### config.mk
export PLATFORM = sky130hd
export DESIGN_NAME = small_block_next_fit_allocator_top
export DESIGN_NICKNAME = d
export VERILOG_FILES = /design/src/design/sbnf_pkg.sv /design/src/design/sbnf_dp.sv /design/src/design/sbnf_ctrl.sv /design/src/design/small_block_next_fit_allocator_top.sv
export SDC_FILE = /design/constraint.sdc
export NUM_CORES = 2
export LEC_CHECK = 0
export ABC_AREA = 0
export BUFFER_PORTS_ARGS = -buffer_cell sky130_fd_sc_hd__buf_2
export CAP_MARGIN = 20
export CORE_ASPECT_RATIO = 1.75
export CORE_MARGIN = 2
export CORE_UTILIZATION = 39
export DETAILED_ROUTE_END_ITERATION = 16
export PLACE_DENSITY_LB_ADDON = 0.3
export RECOVER_POWER = 100
export SETUP_SLACK_MARGIN = 0.3
export SLEW_MARGIN = 20
export SYNTH_ARGS = -nofsm -noshare
export SYNTH_HDL_FRONTEND = slang
export SYNTH_SLANG_ARGS = --single-unit
### constraint.sdc
create_clock -name clk -period 20.6 [get_ports clk]
set_input_delay 3.09 -clock clk [delete_from_list [all_inputs] [get_ports clk]]
set_output_delay 3.09 -clock clk [all_outputs]
set_load 0.005 [all_outputs]
### src/design/sbnf_pkg.sv
// sbnf_pkg: shared types and constants of the small-block next-fit allocator
// beat payloads, status codes and the controller/datapath command and status structs
// no dependencies
`default_nettype none

package sbnf_pkg;

    // result status codes
    localparam logic [1:0] ST_OK    = 2'd0;
    localparam logic [1:0] ST_NOFIT = 2'd1;
    localparam logic [1:0] ST_BAD   = 2'd2;

    // request modes
    localparam logic MODE_ALLOC = 1'b0;
    localparam logic MODE_FREE  = 1'b1;

    // largest allocate request in bytes
    localparam logic [15:0] MAX_REQ_BYTES = 16'd56;

    // table byte codes
    localparam logic [3:0] HDR_MARK  = 4'hF;
    localparam logic [7:0] FILL_BYTE = 8'hFF;

    typedef struct packed {
        logic        mode;
        logic [15:0] request_bytes;
        logic [8:0]  block_index;
    } sbnf_in_t;

    typedef struct packed {
        logic [1:0] status;
        logic [8:0] granted_index;
        logic [9:0] blocks_free;
        logic [8:0] live_allocations;
    } sbnf_out_t;

    // controller to datapath
    typedef struct packed {
        logic       init;
        logic       clr_step;
        logic       load_req;
        logic       scan_start;
        logic       scan_wrap;
        logic       hdr_rd;
        logic       hdr_skip;
        logic       run_begin;
        logic       run_rd;
        logic       run_adv;
        logic       run_stop;
        logic       grant;
        logic       fill;
        logic       free_rd;
        logic       free_ok;
        logic       free_clr;
        logic       res_set;
        logic [1:0] res_code;
        logic       out_load;
    } sbnf_cmd_t;

    // datapath to controller
    typedef struct packed {
        logic clr_last;
        logic mode;
        logic alloc_bad;
        logic end_zero;
        logic start_zero;
        logic cur_at_end;
        logic rd_nonzero;
        logic skip_hits_start;
        logic it_at_goal;
        logic it_at_start;
        logic it_at_end;
        logic fill_done;
        logic free_bad_idx;
        logic free_bad_hdr;
        logic free_clr_done;
    } sbnf_sts_t;

endpackage

`default_nettype wire

### src/design/sbnf_dp.sv
// sbnf_dp: datapath of the small-block next-fit allocator
// pair table memory, scan pointers, counters and the output register
// depends on sbnf_pkg
`default_nettype none

module sbnf_dp #(
    parameter int TABLE_DEPTH = 256
) (
    input  wire logic                clk,
    input  wire logic                rst_n,
    input  wire sbnf_pkg::sbnf_in_t  in_data,
    input  wire logic [9:0]          cfg_data,
    input  wire sbnf_pkg::sbnf_cmd_t cmd,
    output sbnf_pkg::sbnf_sts_t      sts,
    output sbnf_pkg::sbnf_out_t      out_data
);

    localparam int IW = (TABLE_DEPTH > 1) ? $clog2(TABLE_DEPTH) : 1;
    localparam int EW = $clog2(TABLE_DEPTH + 8);
    localparam int CW = (EW > 9) ? EW + 1 : 10;
    localparam int END_RST  = (TABLE_DEPTH < 256) ? TABLE_DEPTH : 256;
    localparam int FREE_RST = (2 * TABLE_DEPTH < 512) ? 2 * TABLE_DEPTH : 512;

    logic [7:0]          mem [TABLE_DEPTH];
    logic [7:0]          rd_data_reg;
    logic [IW-1:0]       clr_cnt_reg;
    logic [EW-1:0]       end_reg;
    logic [EW-1:0]       cursor_reg;
    logic [EW-1:0]       cur_reg;
    logic [EW-1:0]       it_reg;
    logic [EW-1:0]       start_reg;
    logic [2:0]          k_reg;
    logic [2:0]          free_pairs_reg;
    sbnf_pkg::sbnf_in_t  req_reg;
    logic [9:0]          free_cnt_reg;
    logic [8:0]          alloc_cnt_reg;
    logic [1:0]          res_code_reg;
    logic [8:0]          res_granted_reg;
    sbnf_pkg::sbnf_out_t out_reg;

    logic [2:0]    pairs;
    logic [9:0]    len_blocks;
    logic [EW-1:0] goal;
    logic [2:0]    skip;
    logic [EW-1:0] nxt_raw;
    logic [EW-1:0] nxt_lim;
    logic [EW-1:0] nxt;
    logic [EW-1:0] fill_addr;
    logic [CW-1:0] e_c;
    logic [CW-1:0] end_c;
    logic [CW-1:0] ek_c;
    logic [CW-1:0] cur_c;
    logic [CW-1:0] granted_c;
    logic [EW-1:0] end_next;
    logic [9:0]    free_init;
    logic          mem_we;
    logic          mem_re;
    logic [IW-1:0] mem_addr;
    logic [7:0]    mem_wd;

    // pairs per allocation: ceil(bytes / 8), at least one
    always_comb
    begin
        if (req_reg.request_bytes == 16'd0)
            pairs = 3'd1;
        else
            pairs = 3'((7'(req_reg.request_bytes[5:0]) + 7'd7) >> 3);
    end

    assign len_blocks = {6'd0, pairs, 1'b0};
    assign goal       = cur_reg + EW'(pairs);

    // skip over a used entry by half its length, clipped to table end and scan start
    assign skip    = (rd_data_reg[7:5] == 3'd0) ? 3'd1 : rd_data_reg[7:5];
    assign nxt_raw = cur_reg + EW'(skip);
    assign nxt_lim = (nxt_raw > end_reg) ? end_reg : nxt_raw;
    assign nxt     = ((cur_reg < start_reg) && (nxt_lim > start_reg)) ? start_reg : nxt_lim;

    assign fill_addr = cur_reg + EW'(k_reg);
    assign e_c       = {{(CW-8){1'b0}}, req_reg.block_index[8:1]};
    assign end_c     = {{(CW-EW){1'b0}}, end_reg};
    assign ek_c      = e_c + CW'(k_reg);
    assign cur_c     = {{(CW-EW){1'b0}}, cur_reg};
    assign granted_c = {cur_c[CW-2:0], 1'b0};

    assign end_next  = (int'(cfg_data[9:1]) > TABLE_DEPTH) ? EW'(TABLE_DEPTH)
                                                           : EW'(cfg_data[9:1]);
    assign free_init = (int'(cfg_data) > 2 * TABLE_DEPTH) ? 10'(2 * TABLE_DEPTH) : cfg_data;

    always_comb
    begin
        sts.clr_last        = (clr_cnt_reg == IW'(TABLE_DEPTH - 1));
        sts.mode            = req_reg.mode;
        sts.alloc_bad       = (req_reg.request_bytes > sbnf_pkg::MAX_REQ_BYTES);
        sts.end_zero        = (end_reg == '0);
        sts.start_zero      = (start_reg == '0);
        sts.cur_at_end      = (cur_reg == end_reg);
        sts.rd_nonzero      = (rd_data_reg != 8'd0);
        sts.skip_hits_start = (nxt == start_reg);
        sts.it_at_goal      = (it_reg == goal);
        sts.it_at_start     = (it_reg == start_reg);
        sts.it_at_end       = (it_reg == end_reg);
        sts.fill_done       = (k_reg == pairs);
        sts.free_bad_idx    = req_reg.block_index[0] || (e_c >= end_c);
        sts.free_bad_hdr    = (rd_data_reg[3:0] != sbnf_pkg::HDR_MARK) || rd_data_reg[4]
                              || (rd_data_reg[7:5] == 3'd0);
        sts.free_clr_done   = (k_reg == free_pairs_reg) || (ek_c == end_c);
    end

    // single port of the pair table
    always_comb
    begin
        mem_we   = 1'b0;
        mem_re   = 1'b0;
        mem_addr = '0;
        mem_wd   = 8'd0;
        if (cmd.clr_step)
        begin
            mem_we   = 1'b1;
            mem_addr = clr_cnt_reg;
        end
        else if (cmd.hdr_rd)
        begin
            mem_re   = 1'b1;
            mem_addr = cur_reg[IW-1:0];
        end
        else if (cmd.run_rd)
        begin
            mem_re   = 1'b1;
            mem_addr = it_reg[IW-1:0];
        end
        else if (cmd.free_rd)
        begin
            mem_re   = 1'b1;
            mem_addr = e_c[IW-1:0];
        end
        else if (cmd.grant)
        begin
            mem_we   = 1'b1;
            mem_addr = cur_reg[IW-1:0];
            mem_wd   = {pairs, 1'b0, sbnf_pkg::HDR_MARK};
        end
        else if (cmd.fill)
        begin
            mem_we   = 1'b1;
            mem_addr = fill_addr[IW-1:0];
            mem_wd   = sbnf_pkg::FILL_BYTE;
        end
        else if (cmd.free_clr)
        begin
            mem_we   = 1'b1;
            mem_addr = ek_c[IW-1:0];
        end
    end

    always_ff @(posedge clk)
    begin
        if (mem_we)
            mem[mem_addr] <= mem_wd;
        if (mem_re)
            rd_data_reg <= mem[mem_addr];
    end

    // control state: sizes, cursor, counters
    always_ff @(posedge clk or negedge rst_n)
    begin
        if (!rst_n)
        begin
            clr_cnt_reg   <= '0;
            end_reg       <= EW'(END_RST);
            cursor_reg    <= '0;
            free_cnt_reg  <= 10'(FREE_RST);
            alloc_cnt_reg <= 9'd0;
        end
        else if (cmd.init)
        begin
            clr_cnt_reg   <= '0;
            end_reg       <= end_next;
            cursor_reg    <= '0;
            free_cnt_reg  <= free_init;
            alloc_cnt_reg <= 9'd0;
        end
        else
        begin
            if (cmd.clr_step)
                clr_cnt_reg <= clr_cnt_reg + IW'(1);
            if (cmd.scan_start && (cursor_reg >= end_reg))
                cursor_reg <= '0;
            if (cmd.grant)
            begin
                cursor_reg    <= (goal == end_reg) ? '0 : cur_reg;
                free_cnt_reg  <= (free_cnt_reg >= len_blocks) ? free_cnt_reg - len_blocks
                                                              : 10'd0;
                alloc_cnt_reg <= alloc_cnt_reg + 9'd1;
            end
            if (cmd.free_ok)
            begin
                free_cnt_reg <= free_cnt_reg + {6'd0, rd_data_reg[7:4]};
                if (alloc_cnt_reg != 9'd0)
                    alloc_cnt_reg <= alloc_cnt_reg - 9'd1;
            end
        end
    end

    // payload: request, scan pointers, result
    always_ff @(posedge clk)
    begin
        if (cmd.load_req)
            req_reg <= in_data;
        if (cmd.scan_start)
        begin
            cur_reg   <= (cursor_reg >= end_reg) ? '0 : cursor_reg;
            start_reg <= (cursor_reg >= end_reg) ? '0 : cursor_reg;
        end
        if (cmd.scan_wrap)
            cur_reg <= '0;
        if (cmd.hdr_skip)
            cur_reg <= nxt;
        if (cmd.run_begin)
            it_reg <= cur_reg + EW'(1);
        if (cmd.run_adv)
            it_reg <= it_reg + EW'(1);
        if (cmd.run_stop)
            cur_reg <= it_reg;
        if (cmd.grant)
        begin
            k_reg           <= 3'd1;
            res_code_reg    <= sbnf_pkg::ST_OK;
            res_granted_reg <= granted_c[8:0];
        end
        if (cmd.fill || cmd.free_clr)
            k_reg <= k_reg + 3'd1;
        if (cmd.free_ok)
        begin
            k_reg           <= 3'd0;
            free_pairs_reg  <= rd_data_reg[7:5];
            res_code_reg    <= sbnf_pkg::ST_OK;
            res_granted_reg <= 9'd0;
        end
        if (cmd.res_set)
        begin
            res_code_reg    <= cmd.res_code;
            res_granted_reg <= 9'd0;
        end
        if (cmd.out_load)
        begin
            out_reg.status           <= res_code_reg;
            out_reg.granted_index    <= res_granted_reg;
            out_reg.blocks_free      <= free_cnt_reg;
            out_reg.live_allocations <= alloc_cnt_reg;
        end
    end

    assign out_data = out_reg;

`ifndef SYNTH
    a_port_single: assert property (@(posedge clk) disable iff (!rst_n)
        !(mem_we && mem_re))
        else $error("pair table read and write in the same cycle");

    a_hdr_in_table: assert property (@(posedge clk) disable iff (!rst_n)
        cmd.hdr_rd |-> (cur_reg < end_reg))
        else $error("header read beyond table end");

    a_run_in_table: assert property (@(posedge clk) disable iff (!rst_n)
        cmd.run_rd |-> (it_reg < end_reg))
        else $error("run probe beyond table end");

    a_grant_fits: assert property (@(posedge clk) disable iff (!rst_n)
        cmd.grant |-> (goal <= end_reg))
        else $error("granted run extends past table end");
`endif

endmodule

`default_nettype wire

### src/design/sbnf_ctrl.sv
// sbnf_ctrl: controller state machine of the small-block next-fit allocator
// sequences table clearing, the next-fit scan, run writes and frees
// depends on sbnf_pkg
`default_nettype none

module sbnf_ctrl (
    input  wire logic                clk,
    input  wire logic                rst_n,
    input  wire logic                in_valid,
    output logic                     in_ready,
    output logic                     out_valid,
    input  wire logic                out_ready,
    input  wire logic                cfg_we,
    input  wire sbnf_pkg::sbnf_sts_t sts,
    output sbnf_pkg::sbnf_cmd_t      cmd
);

    localparam logic [3:0] S_CLEAR    = 4'd0;
    localparam logic [3:0] S_IDLE     = 4'd1;
    localparam logic [3:0] S_DECODE   = 4'd2;
    localparam logic [3:0] S_SCAN     = 4'd3;
    localparam logic [3:0] S_HDR      = 4'd4;
    localparam logic [3:0] S_RUN      = 4'd5;
    localparam logic [3:0] S_RUNCHK   = 4'd6;
    localparam logic [3:0] S_FILL     = 4'd7;
    localparam logic [3:0] S_FREE_HDR = 4'd8;
    localparam logic [3:0] S_FREE_CLR = 4'd9;
    localparam logic [3:0] S_FINISH   = 4'd10;

    logic [3:0] state_reg;
    logic [3:0] state_next;
    logic       out_valid_reg;
    logic       out_valid_next;

    always_comb
    begin
        state_next = state_reg;
        cmd        = '0;
        unique case (state_reg)
            S_CLEAR:
            begin
                cmd.clr_step = 1'b1;
                if (cfg_we)
                    cmd.init = 1'b1;
                else if (sts.clr_last)
                    state_next = S_IDLE;
            end
            S_IDLE:
            begin
                if (cfg_we)
                begin
                    cmd.init   = 1'b1;
                    state_next = S_CLEAR;
                end
                else if (in_valid)
                begin
                    cmd.load_req = 1'b1;
                    state_next   = S_DECODE;
                end
            end
            S_DECODE:
            begin
                if (sts.mode == sbnf_pkg::MODE_ALLOC)
                begin
                    if (sts.alloc_bad)
                    begin
                        cmd.res_set  = 1'b1;
                        cmd.res_code = sbnf_pkg::ST_BAD;
                        state_next   = S_FINISH;
                    end
                    else if (sts.end_zero)
                    begin
                        cmd.res_set  = 1'b1;
                        cmd.res_code = sbnf_pkg::ST_NOFIT;
                        state_next   = S_FINISH;
                    end
                    else
                    begin
                        cmd.scan_start = 1'b1;
                        state_next     = S_SCAN;
                    end
                end
                else if (sts.free_bad_idx)
                begin
                    cmd.res_set  = 1'b1;
                    cmd.res_code = sbnf_pkg::ST_BAD;
                    state_next   = S_FINISH;
                end
                else
                begin
                    cmd.free_rd = 1'b1;
                    state_next  = S_FREE_HDR;
                end
            end
            S_SCAN:
            begin
                if (sts.cur_at_end)
                begin
                    if (sts.start_zero)
                    begin
                        cmd.res_set  = 1'b1;
                        cmd.res_code = sbnf_pkg::ST_NOFIT;
                        state_next   = S_FINISH;
                    end
                    else
                        cmd.scan_wrap = 1'b1;
                end
                else
                begin
                    cmd.hdr_rd = 1'b1;
                    state_next = S_HDR;
                end
            end
            S_HDR:
            begin
                if (sts.rd_nonzero)
                begin
                    cmd.hdr_skip = 1'b1;
                    if (sts.skip_hits_start)
                    begin
                        cmd.res_set  = 1'b1;
                        cmd.res_code = sbnf_pkg::ST_NOFIT;
                        state_next   = S_FINISH;
                    end
                    else
                        state_next = S_SCAN;
                end
                else
                begin
                    cmd.run_begin = 1'b1;
                    state_next    = S_RUN;
                end
            end
            S_RUN:
            begin
                if (sts.it_at_goal)
                begin
                    cmd.grant  = 1'b1;
                    state_next = S_FILL;
                end
                else if (sts.it_at_start)
                begin
                    cmd.res_set  = 1'b1;
                    cmd.res_code = sbnf_pkg::ST_NOFIT;
                    state_next   = S_FINISH;
                end
                else if (sts.it_at_end)
                begin
                    cmd.scan_wrap = 1'b1;
                    if (sts.start_zero)
                    begin
                        cmd.res_set  = 1'b1;
                        cmd.res_code = sbnf_pkg::ST_NOFIT;
                        state_next   = S_FINISH;
                    end
                    else
                        state_next = S_SCAN;
                end
                else
                begin
                    cmd.run_rd = 1'b1;
                    state_next = S_RUNCHK;
                end
            end
            S_RUNCHK:
            begin
                if (sts.rd_nonzero)
                begin
                    cmd.run_stop = 1'b1;
                    state_next   = S_SCAN;
                end
                else
                begin
                    cmd.run_adv = 1'b1;
                    state_next  = S_RUN;
                end
            end
            S_FILL:
            begin
                if (sts.fill_done)
                    state_next = S_FINISH;
                else
                    cmd.fill = 1'b1;
            end
            S_FREE_HDR:
            begin
                if (sts.free_bad_hdr)
                begin
                    cmd.res_set  = 1'b1;
                    cmd.res_code = sbnf_pkg::ST_BAD;
                    state_next   = S_FINISH;
                end
                else
                begin
                    cmd.free_ok = 1'b1;
                    state_next  = S_FREE_CLR;
                end
            end
            S_FREE_CLR:
            begin
                if (sts.free_clr_done)
                    state_next = S_FINISH;
                else
                    cmd.free_clr = 1'b1;
            end
            S_FINISH:
            begin
                if (!out_valid_reg || out_ready)
                begin
                    cmd.out_load = 1'b1;
                    state_next   = S_IDLE;
                end
            end
            default:
            begin
                state_next = S_IDLE;
            end
        endcase
    end

    always_comb
    begin
        if (cmd.out_load)
            out_valid_next = 1'b1;
        else if (out_ready)
            out_valid_next = 1'b0;
        else
            out_valid_next = out_valid_reg;
    end

    always_ff @(posedge clk or negedge rst_n)
    begin
        if (!rst_n)
        begin
            state_reg     <= S_CLEAR;
            out_valid_reg <= 1'b0;
        end
        else
        begin
            state_reg     <= state_next;
            out_valid_reg <= out_valid_next;
        end
    end

    assign in_ready  = (state_reg == S_IDLE) && !cfg_we;
    assign out_valid = out_valid_reg;

endmodule

`default_nettype wire

### src/design/small_block_next_fit_allocator_top.sv
// small_block_next_fit_allocator_top: top level of the small-block next-fit allocator
// joins the controller and the datapath
// depends on sbnf_pkg, sbnf_ctrl, sbnf_dp
//
// usage
//   input channel (in_valid/in_ready/in_data): one beat is one allocate or free request
//   output channel (out_valid/out_ready/out_data): one result beat per request, in order
//   cfg_we/cfg_data: pool size in blocks, written with no wait while the block is idle
// sequence of a request
//   allocate: the scan reads each visited table entry through the registered
//     one-port pair table read, steps over a used run as one entry, then writes
//     the header and one fill byte per further pair of the granted run
//   bad allocate request or empty pool: answered from the decode state
//   free: reads the header, then clears the pairs of the run; bad free: no clear
//   one request is in flight at a time; in_ready returns once the result is handed
//   to the output register
// reset and configuration
//   after reset and after every pool size write the whole pair table is cleared
//   one entry per cycle, with in_ready low
// stall
//   a result waiting on out_ready stays in the output register; the next request is
//   still taken and worked on, and only its own handoff waits for the register
`default_nettype none

module small_block_next_fit_allocator_top #(
    parameter int TABLE_DEPTH = 256
) (
    input  wire logic               clk,
    input  wire logic               rst_n,
    input  wire logic               in_valid,
    output logic                    in_ready,
    input  wire sbnf_pkg::sbnf_in_t in_data,
    output logic                    out_valid,
    input  wire logic               out_ready,
    output sbnf_pkg::sbnf_out_t     out_data,
    input  wire logic               cfg_we,
    input  wire logic [9:0]         cfg_data
);

    // command and status between sequencer and datapath
    sbnf_pkg::sbnf_cmd_t cmd;
    sbnf_pkg::sbnf_sts_t sts;

    sbnf_ctrl u_ctrl (
        .clk       (clk),
        .rst_n     (rst_n),
        .in_valid  (in_valid),
        .in_ready  (in_ready),
        .out_valid (out_valid),
        .out_ready (out_ready),
        .cfg_we    (cfg_we),
        .sts       (sts),
        .cmd       (cmd)
    );

    // pair table, scan pointers, counters and the output register
    sbnf_dp #(
        .TABLE_DEPTH (TABLE_DEPTH)
    ) u_dp (
        .clk      (clk),
        .rst_n    (rst_n),
        .in_data  (in_data),
        .cfg_data (cfg_data),
        .cmd      (cmd),
        .sts      (sts),
        .out_data (out_data)
    );

endmodule

`default_nettype wire
==> results.md <==
* Worst-Margin Slew at 5.32 ns
* GP Congestion at 1.03
* Mean Syn Cell Area at 14.0 sq um
* Port bufs at 71
* Largest register FFs at 1280
* Sum of negative setup slack at 0 ns
* Crit-path max FO at 95
* Routed length per instance at 32.1 microns
* CP Data Arrival Time at 14.81 ns
* Clock slew at reported path FFs at 0.07 ns
* Status: finished, violations left
* Met1 wire length at 67500 microns
* Flop-to-flop setup slack at 6.14 ns
* Post-synth EDFFs at 1372
* Synth Register Bits at 1433
* Largest net degree at the start of global routing at 197
* Antenna-violating nets left at 0
* Mapped Area at 61400 sq um
* Max-slew violations at 1486
* Share of the synthesized area in the top cell type at 67.1%
* Final hold violations at 0
* Multi-input gate area in the final layout at 17300 sq um
* Final wirelength at 211000 microns
* Core area at 156000 sq um
* Syn nets at 4506
* Synth area leaders: edfxtp_1, mux4_2, nand2_1, nor2_1, mux2i_1
* Final setup fails at 0
* Required time worst endpoint at 20.95 ns
* Clock tree from TritonCTS: done
* CP Capture Type: flop
* Yosys top cell by area: edfxtp_1
* Via count at 39373
* Power per Cell Area at 163 nW/um^2
* # IOs at 73
* Worst r2r src: u_dp.req_reg[11]$_DFFE_PP_
* Reg-to-reg endpoint: u_dp.mem[245][6]$_DFFE_PP_
* HP Class: flop to flop
* Startpoint Class: flop
* Period minus WS final at 14.46 ns
* Initial antenna violation count at 8
* DRC viols at 0
* Reg area at 42700 sq um
* Peak supply drop at 0.142 mV
* Synth-to-layout area growth at 10.8%
* Final nets at 4554
* Top Metal Used: met5
* F_max at 0.0691 GHz
* Root Driver: clkbuf_16
* Clock Skew at 0.0554 ns
* # H-tree levels at 3
* Ys async rst share at 3.49%
* Mapped Cells at 4392
* CTS Hold Bufs at 0
* Die height at 529 microns
* Ys Warns at 0
* RSZ-0062 raised after global routing: false
* Bufs on Longest Clock Path at 3
* CP peak stage delay at 3.24 ns
* Cell Area, Placed at 64200 sq um
* Gr usage total at 26.0%
* Final Cycle Share at 70.2%
* Post-CTS setup buffer count at 0
* CTS Sinks at 1433
* Initial drt markers at 4469
* Relative slew slack at -257%
* Proportion of layout cells with a drive suffix above 1 at 10.6%
* Post-cts sizing count at 0
* Hold Startpoint: u_dp.res_code_reg[0]$_SDFFCE_PN0P_
* Cell variety after synth at 91
* WL met3 at 14500 microns
* Violated checks: capacitance limit, slew limit
* Min-Delay Endpoint: u_dp.out_data[28]$_DFFE_PP_
* First-pass GRT wire length at 298000 microns
* Lkg Pwr at 23.3 nW
* Worst skew pair latency at 0.80 ns
* Sequential-to-total area share from yosys stat at 69.5%
* Fill count at 13994
* Initial Util at 39.3%
* WL met2 at 107000 microns
* Synth Flop Type: edfxtp_1
* WS Path Type: flop to flop
* Max Cap Violations at 32
* Gr ovfl total at 0
* Cells on worst reg2reg path at 16
* Vias in the first global route at 39849
* Hpwl dp at 139000 microns
* Post-route cell area at 68100 sq um
* Hold Crit Depth at 0
* DRT Pass-1 Iters at 6
* Die footprint at 161000 sq um
* Die W at 304 microns
* CTS Buf Count at 121
* Row cnt at 192
* Final core occ at 43.5%
* Crit-path cells: o31a_1, xnor2_1, clkinv_1, a311o_1, a31o_1, clkinvlp_2, a21oi_1, a221oi_1, o21ai_4, buf_4, buf_12, clkbuf_1, nor2_1, nand2_1, clkbuf_1, nor2_1
* CP max-delay cell: clkinvlp_2
* Vias per Instance at 5.98
==> layout make-up <==
type | count | share of cell area (%)
clock inverters | 86 | 1.38
well taps | 2037 | 3.75
multi-input cells | 2634 | 25.5
clock buffers | 141 | 4.68
repair buffers | 199 | 1.74
flip-flops and latches | 1433 | 62.7
inverters | 51 | 0.285
diodes | 3 | 0.0110
==> logic make-up (layout without fill, tap and decap cells) <==
kind of cell / Yosys count / in the layout / share of synthesized area (%)
xor gates and xnor gates: 102 / 102 / 1.48
and+or+nand+nor: 1520 / 1520 / 10.8
DFF: 1433 / 1433 / 69.5
buffers and inverters: 325 / 477 / 2.57
muxes: 277 / 277 / 7.00
AOI/OAI and AO/OA: 661 / 661 / 7.08
other: 1 / 4 / 0.00610
adders and majority gates: 73 / 73 / 1.56
==> stage by stage <==
stage,hold WS (ns),setup slack [ns],instances,power [mW]
floorplan,0.400,5.34,4392,6.54
global placement,0.443,11.49,6352,8.58
detailed placement,0.434,11.46,6352,8.62
CTS,0.444,11.44,6579,11.0
global route,0.460,5.54,6583,11.4
finish,0.441,6.14,6584,11.1
==> worst max path at each step <==
stage                               endpoint  cells after the start                  startpoint  slack [ns]
4_1_cts        u_dp.rd_data_reg[5]$_DFFE_PP_                     20  u_dp.req_reg[11]$_DFFE_PP_       11.44
6_report          u_dp.mem[245][6]$_DFFE_PP_                     16  u_dp.req_reg[11]$_DFFE_PP_        6.14
2_1_floorplan       u_dp.mem[0][6]$_DFFE_PP_                     12  u_dp.req_reg[11]$_DFFE_PP_        5.34
3_5_place_dp   u_dp.rd_data_reg[5]$_DFFE_PP_                     20  u_dp.req_reg[11]$_DFFE_PP_       11.46
3_3_place_gp   u_dp.rd_data_reg[5]$_DFFE_PP_                     20  u_dp.req_reg[11]$_DFFE_PP_       11.49
5_1_grt             u_dp.mem[5][3]$_DFFE_PP_                     15  u_dp.req_reg[17]$_DFFE_PP_        5.54
==> per-layer routing <==
layer	vias to the layer above	track usage, %
met3	657	4.19
met1	19913	26.5
li1	16776	-
met4	8	23.5
met5	-	0
met2	2019	45.7
==> worst max-delay path: cells and delay by family, from the launching register on <==
kind	cells	cell delay [ns]
AOI/OAI and AO/OA	6	3.31
xor gates and xnor gates	1	0.23
buffers and inverters	6	8.34
DFF	1	0.44
and+or+nand+nor	3	1.51
==> cells in the final DEF (no fill, tap or decap), types with 44 or more instances in the layout <==
| cell type | instances |
|---|---|
| edfxtp_1 | 1372 |
| dfrtp_1 | 48 |
| a31oi_1 | 44 |
| mux4_2 | 121 |
| inv_1 | 48 |
| o21ai_0 | 112 |
| xor2_1 | 47 |
| nand3_1 | 237 |
| xnor2_1 | 54 |
| clkbuf_1 | 79 |
| clkbuf_16 | 122 |
| a21oi_1 | 158 |
| ha_1 | 67 |
| nand2_1 | 650 |
| buf_2 | 46 |
| o22ai_1 | 48 |
| mux2i_1 | 144 |
| nor2_1 | 380 |
| buf_4 | 82 |
==> Yosys cell counts (27+ instances only) <==
cell type,n
xor2_1,47
ha_1,67
mux2i_1,144
o22ai_1,48
inv_1,49
nand2_1,650
a31oi_1,44
nor3_1,37
clkbuf_1,123
nand3_1,238
nand4_1,34
buf_2,86
and3_1,38
a21oi_1,159
xnor2_1,54
dfrtp_1,48
buf_4,27
a22oi_1,33
edfxtp_1,1372
o21ai_0,112
o211ai_1,29
a21o_1,27
mux4_2,121
nor2_1,388
==> power by group <==
group	total (mW)	internal [mW]	switching (mW)	leakage, nW
registers	3.47	3.38	0.0878	14.0
clock network	2.41	1.30	1.10	1.99
logic	5.23	1.49	3.74	7.40
total	11.1	6.18	4.93	23.3
(Power assumes the default switching activity.)
